==> src/design/mnx_pkg.sv <==
package mnx_pkg;

  // Default sizing of the sample stores
  localparam int MAX_HALF_WIDTH_D = 512;
  localparam int MAX_LAG_RANGE_D  = 64;

  // Field and register widths
  localparam int SAMPLE_W = 16;
  localparam int CFG_H_W  = 10;
  localparam int CFG_L_W  = 7;
  localparam int POS_W    = 11;
  localparam int TOT_W    = 12;
  localparam int Q_W      = 16;
  localparam int PADDR_W  = 3;
  localparam int PDATA_W  = 32;
  localparam int FRAC_SHIFT = 30;

  localparam logic [POS_W-1:0]   POS_LIMIT = 11'd2047;
  localparam logic [CFG_H_W-1:0] H_RESET   = 10'd20;
  localparam logic [CFG_L_W-1:0] L_RESET   = 7'd10;

  // Register indexes (taken from paddr[2])
  localparam logic REG_HALF_WIDTH = 1'b0;
  localparam logic REG_LAG_RANGE  = 1'b1;

  // Top level sequencer
  typedef enum logic [2:0] {
    ST_LOAD,
    ST_MAC,
    ST_UP_START,
    ST_UP_WAIT,
    ST_LO_START,
    ST_LO_WAIT,
    ST_FINISH
  } mnx_state_t;

  // Score unit phases
  typedef enum logic [2:0] {
    SC_IDLE,
    SC_MUL_D,
    SC_MUL_N,
    SC_SEARCH,
    SC_DONE
  } mnx_sc_phase_t;

endpackage

==> src/design/mnx_score.sv <==
module mnx_score #(
  parameter int EW = 41
) (
  input  logic                   clk,
  input  logic                   rst_n,
  input  logic                   start,
  input  logic [EW-1:0]          c_abs,
  input  logic [EW-1:0]          er,
  input  logic [EW-1:0]          ex,
  output logic                   done,
  output logic [mnx_pkg::Q_W-1:0] q
);
  import mnx_pkg::*;

  localparam int SW = 2*EW + 32;
  localparam int CW = $clog2(EW);

  mnx_sc_phase_t phase_r, phase_nxt;

  logic [SW-1:0]  ma_r, acc_r, d_r, n_r, y_r, z_r;
  logic [EW-1:0]  mb_r, c_hold_r;
  logic [CW-1:0]  cnt_r;
  logic [3:0]     bit_r;
  logic [Q_W-1:0] q_r;
  logic           zero_r;

  logic [SW-1:0]  acc_sum, trial;
  logic           mul_last, take;

  // One shift-add step per cycle
  assign acc_sum  = acc_r + (mb_r[0] ? ma_r : '0);
  assign mul_last = (cnt_r == CW'(EW-1));

  // Test q + 2^bit: (q+b)^2 D = qqD + 2qbD + bbD
  assign trial = y_r + (z_r << ({1'b0, bit_r} + 5'd1)) + (d_r << {bit_r, 1'b0});
  assign take  = !q_r[Q_W-1] && !zero_r && (trial <= n_r);

  // Next phase
  always_comb begin
    phase_nxt = phase_r;
    case (phase_r)
      SC_IDLE:   if (start) phase_nxt = SC_MUL_D;
      SC_MUL_D:  if (mul_last) phase_nxt = SC_MUL_N;
      SC_MUL_N:  if (mul_last) phase_nxt = SC_SEARCH;
      SC_SEARCH: if (bit_r == 4'd0) phase_nxt = SC_DONE;
      SC_DONE:   phase_nxt = SC_IDLE;
      default:   phase_nxt = SC_IDLE;
    endcase
  end

  // Outputs
  always_comb begin
    done = (phase_r == SC_DONE);
    q    = q_r;
  end

  always_ff @(posedge clk) begin
    if (!rst_n) begin
      phase_r <= SC_IDLE;
    end else begin
      phase_r <= phase_nxt;
    end
  end

  // Datapath
  always_ff @(posedge clk) begin
    case (phase_r)
      SC_IDLE: begin
        ma_r     <= SW'(er);
        mb_r     <= ex;
        acc_r    <= '0;
        cnt_r    <= '0;
        c_hold_r <= c_abs;
        zero_r   <= (er == '0) || (ex == '0);
      end
      SC_MUL_D: begin
        if (mul_last) begin
          d_r   <= acc_sum;
          ma_r  <= SW'(c_hold_r);
          mb_r  <= c_hold_r;
          acc_r <= '0;
          cnt_r <= '0;
        end else begin
          acc_r <= acc_sum;
          ma_r  <= ma_r << 1;
          mb_r  <= mb_r >> 1;
          cnt_r <= cnt_r + 1'b1;
        end
      end
      SC_MUL_N: begin
        if (mul_last) begin
          n_r   <= acc_sum << FRAC_SHIFT;
          y_r   <= '0;
          z_r   <= '0;
          q_r   <= '0;
          bit_r <= 4'd15;
        end else begin
          acc_r <= acc_sum;
          ma_r  <= ma_r << 1;
          mb_r  <= mb_r >> 1;
          cnt_r <= cnt_r + 1'b1;
        end
      end
      SC_SEARCH: begin
        if (take) begin
          y_r        <= trial;
          z_r        <= z_r + (d_r << bit_r);
          q_r[bit_r] <= 1'b1;
        end
        bit_r <= bit_r - 4'd1;
      end
      default: begin
      end
    endcase
  end

endmodule

==> config.mk <==
export PLATFORM = sky130hd
export DESIGN_NAME = mnx_score
export DESIGN_NICKNAME = d
export VERILOG_FILES = /design/src/design/mnx_pkg.sv /design/src/design/mnx_score.sv
export SDC_FILE = /design/constraint.sdc
export NUM_CORES = 2
export LEC_CHECK = 0
export BUFFER_PORTS_ARGS = -buffer_cell sky130_fd_sc_hd__buf_2
export CORE_ASPECT_RATIO = 0.7
export CORE_MARGIN = 2
export CORE_UTILIZATION = 60
export DETAILED_ROUTE_END_ITERATION = 16
export PLACE_DENSITY = 0.8
export SLEW_MARGIN = 20
export SYNTH_ARGS = -nofsm -noshare
export SYNTH_HDL_FRONTEND = slang
export SYNTH_SLANG_ARGS = --single-unit
export TNS_END_PERCENT = 30
==> constraint.sdc <==
create_clock -name clk -period 17.55 [get_ports clk]
set_clock_uncertainty 0.05 [all_clocks]
set_input_delay 2.6325 -clock clk [delete_from_list [all_inputs] [get_ports clk]]
set_output_delay 2.6325 -clock clk [all_outputs]
set_load 0.005 [all_outputs]
==> out/metrics.cfg <==
[outcome]
status = finished clean

[setup_path]
critPathBufInv = 4
end_kind = register
cp_slowest_cell = buf_4
cp_data_arrival_time_ps = 13340
slowest_delay_ps = 810
critPathTopFamily = simple AND/OR/NAND/NOR gates
worstPathMaxFanout = 132
path_class = register to register
cp-start-kind = register
crit_required_ps = 17810

[route]
wirelength_um = 251000
drt_iter0_drc = 9769
routedWlPerCell_um = 27.4
detail-route-antenna-nets = 0
drc_errors = 0
drtPass1Iterations = 6
num_vias = 62300
vias_per_cell = 6.80

[sta]
tightest_slew_ps = 1210
tns_ps = 0
fin_crit_ps = 13090
slew_viol_final = 0
max_freq_ghz = 0.0764
rsz0062_at_grt = no
setup_ws_ps = 4460
fin_crit_sh_pct = 74.6
relSlewSlack_pct = 18.4
setup_viol = 0
hold_viol_final = 0

[logic_synthesis]
seq_area_frac_synth_pct = 32.6
yosysMostFrequentCell = edfxtp_1
syn_inst = 7763
synth-edff-count = 763
yosysTopAreaCell = edfxtp_1
async_reset_ff_share_pct = 0
synth_top_area_share_pct = 32.5
synth-seq-cells = 766
synth_area_per_cell_um2 = 9.08
synth_area_mm2 = 0.0705
synthTopCellsByCount = edfxtp_1 (763), nand2_1 (746), mux2i_1 (615)
yosys_warnings = 0
synth_nets = 8433
synth.distinct_cells = 100
ys_top_cells_by_area = edfxtp_1 (33%), mux2i_1 (8.7%), ha_1 (7.6%)
yosys_most_used_dff = edfxtp_1

[placed_design]
gp_routability_congestion = 1.06
dp_hpwl_um = 200000
place_ws_ps = 4860
io_buffers = 142
placed_cells = 9016

[die]
die_y_um = 291
core-area_mm2 = 0.117
start_util_pct = 60.4
dieWidth_um = 414
num_rows = 105
die_area_mm2 = 0.120
boundaryPins = 143

[clock_tree]
cts_tree = yes
post_cts_buffers = 0
cts_hold_buf = 0
cts_resized = 0
clock_latency_ps = 730
htree_levels = 3
cts_max_path_buffers = 3
clkSinkCount = 766
cts_buffers = 79
clk_pin_slew_ps = 70
clockRootBuffer = clkbuf_16

[power_and_ir_drop]
p_leak_uw = 0.0274
pwr_density_cell_mw_per_mm2 = 54.6
ir_drop_mv = 0.0917

[job]
maxCapViolCount = 0

[global_routing]
grt-ovfl-total = 0
grt_pass1_vias = 57037
track_usage_pct = 40.7
antenna_found_initial = 9
grt_pass1_wl_um = 365000
grt_max_degree = 256

[finish]
area_delta_synth_final_pct = 5.62
finalNetCount = 8216
drive_gt1_share_pct = 7.19
stdcell_count = 9162

[min_path]
min_path_type = register to register

[metrics by stage]
stage | power, uW | cell area [um^2] | hold slack [ps] | utilization (%)
after floorplan | 2240 | 70500 | 463 | -
after global placement | 2320 | 71800 | 470 | 61.5
after detailed placement | 2330 | 71800 | 477 | 61.5
after CTS | 4060 | 74400 | 494 | 63.7
after global routing | 4150 | 74400 | 519 | 63.7
final | 4060 | 74400 | 492 | 63.7
[routing by layer]
metal | vias up | part of all wire [%] | track usage (%)
met5 | - | 0.0052 | 0
met4 | 2 | 1.8 | 6.50
met3 | 351 | 18 | 20.3
met2 | 4097 | 36 | 48.6
met1 | 29975 | 45 | 64.3
li1 | 27875 | - | -
[cell type report]
class | instances | area, um^2
Timing Repair Buffer | 193 | 1150
Sequential cell | 766 | 23000
Multi-Input combinational cell | 6150 | 44400
Inverter | 356 | 1340
Clock buffer | 90 | 2060
Tap cell | 1551 | 1940
Fill cell | 9750 | 42300
Clock inverter | 54 | 543
Antenna cell | 2 | 5.00
[power breakdown]
| part | switching [uW] | internal (uW) | leakage [uW] |
|---|---|---|---|
| Combinational | 155 | 76.8 | 0.0190 |
| Sequential | 19.0 | 2050 | 0.00725 |
| Clock | 828 | 936 | 0.00124 |
| Total | 1000 | 3060 | 0.0274 |
[final timing paths]
path	startpoint	end	slack (ps)	depth (start not counted)
max	bit_r[0]	z_r[110]	4460	31
min	ma_r[88]	ma_r[89]	490	1
max reg2reg	bit_r[0]	z_r[110]	4460	31
min reg2reg	ma_r[88]	ma_r[89]	490	1
[sequential cells by signal, indices dropped and copies added, names as in the netlist]
signal,cells
mb_r,41
z_r,114
y_r,114
zero_r,1
d_r,114
ma_r,114
bit_r,4
phase_r,3
n_r,84
c_hold_r,41
acc_r,114
cnt_r,6
q,16
[logic make-up (layout without fill, tap and decap cells)]
group / count (synthesis) / count (layout) / share of synthesized area (%)
AO/OA/AOI/OAI: 1915 / 1915 / 16.9
flip-flops: 766 / 766 / 32.6
XOR/XNOR: 322 / 322 / 4.00
multiplexers: 768 / 768 / 13.1
buffers and inverters: 847 / 693 / 4.57
other: 0 / 2 / 0
adder cells (fa/ha/maj): 544 / 544 / 10.9
AND/OR/NAND/NOR: 2601 / 2601 / 17.9
[layout by cell type, fill, tap and decap left out, types with 31 or more instances in the layout]
cell type | netlist | layout
xnor2_1 | 197 | 193
nor3_1 | 121 | 120
fa_1 | 116 | 116
nand2b_1 | 122 | 121
and2_1 | 400 | 400
o21ai_0 | 459 | 459
clkbuf_16 | 0 | 81
o21bai_1 | 138 | 138
mux2i_1 | 615 | 615
o21ai_1 | 60 | 60
a21o_1 | 251 | 250
nand2_1 | 746 | 745
mux4_2 | 123 | 123
buf_4 | 0 | 46
and3_1 | 32 | 31
inv_1 | 354 | 353
a21oi_1 | 589 | 588
nand3_1 | 248 | 247
xor2_1 | 125 | 123
nor2b_1 | 45 | 44
ha_1 | 428 | 426
a31oi_1 | 49 | 49
o21a_1 | 50 | 50
o211ai_1 | 44 | 44
buf_2 | 24 | 142
a211oi_1 | 65 | 65
nand4_1 | 181 | 181
edfxtp_1 | 763 | 763
nor2_1 | 561 | 560
nor4_1 | 42 | 42
(Power assumes the default switching activity.)
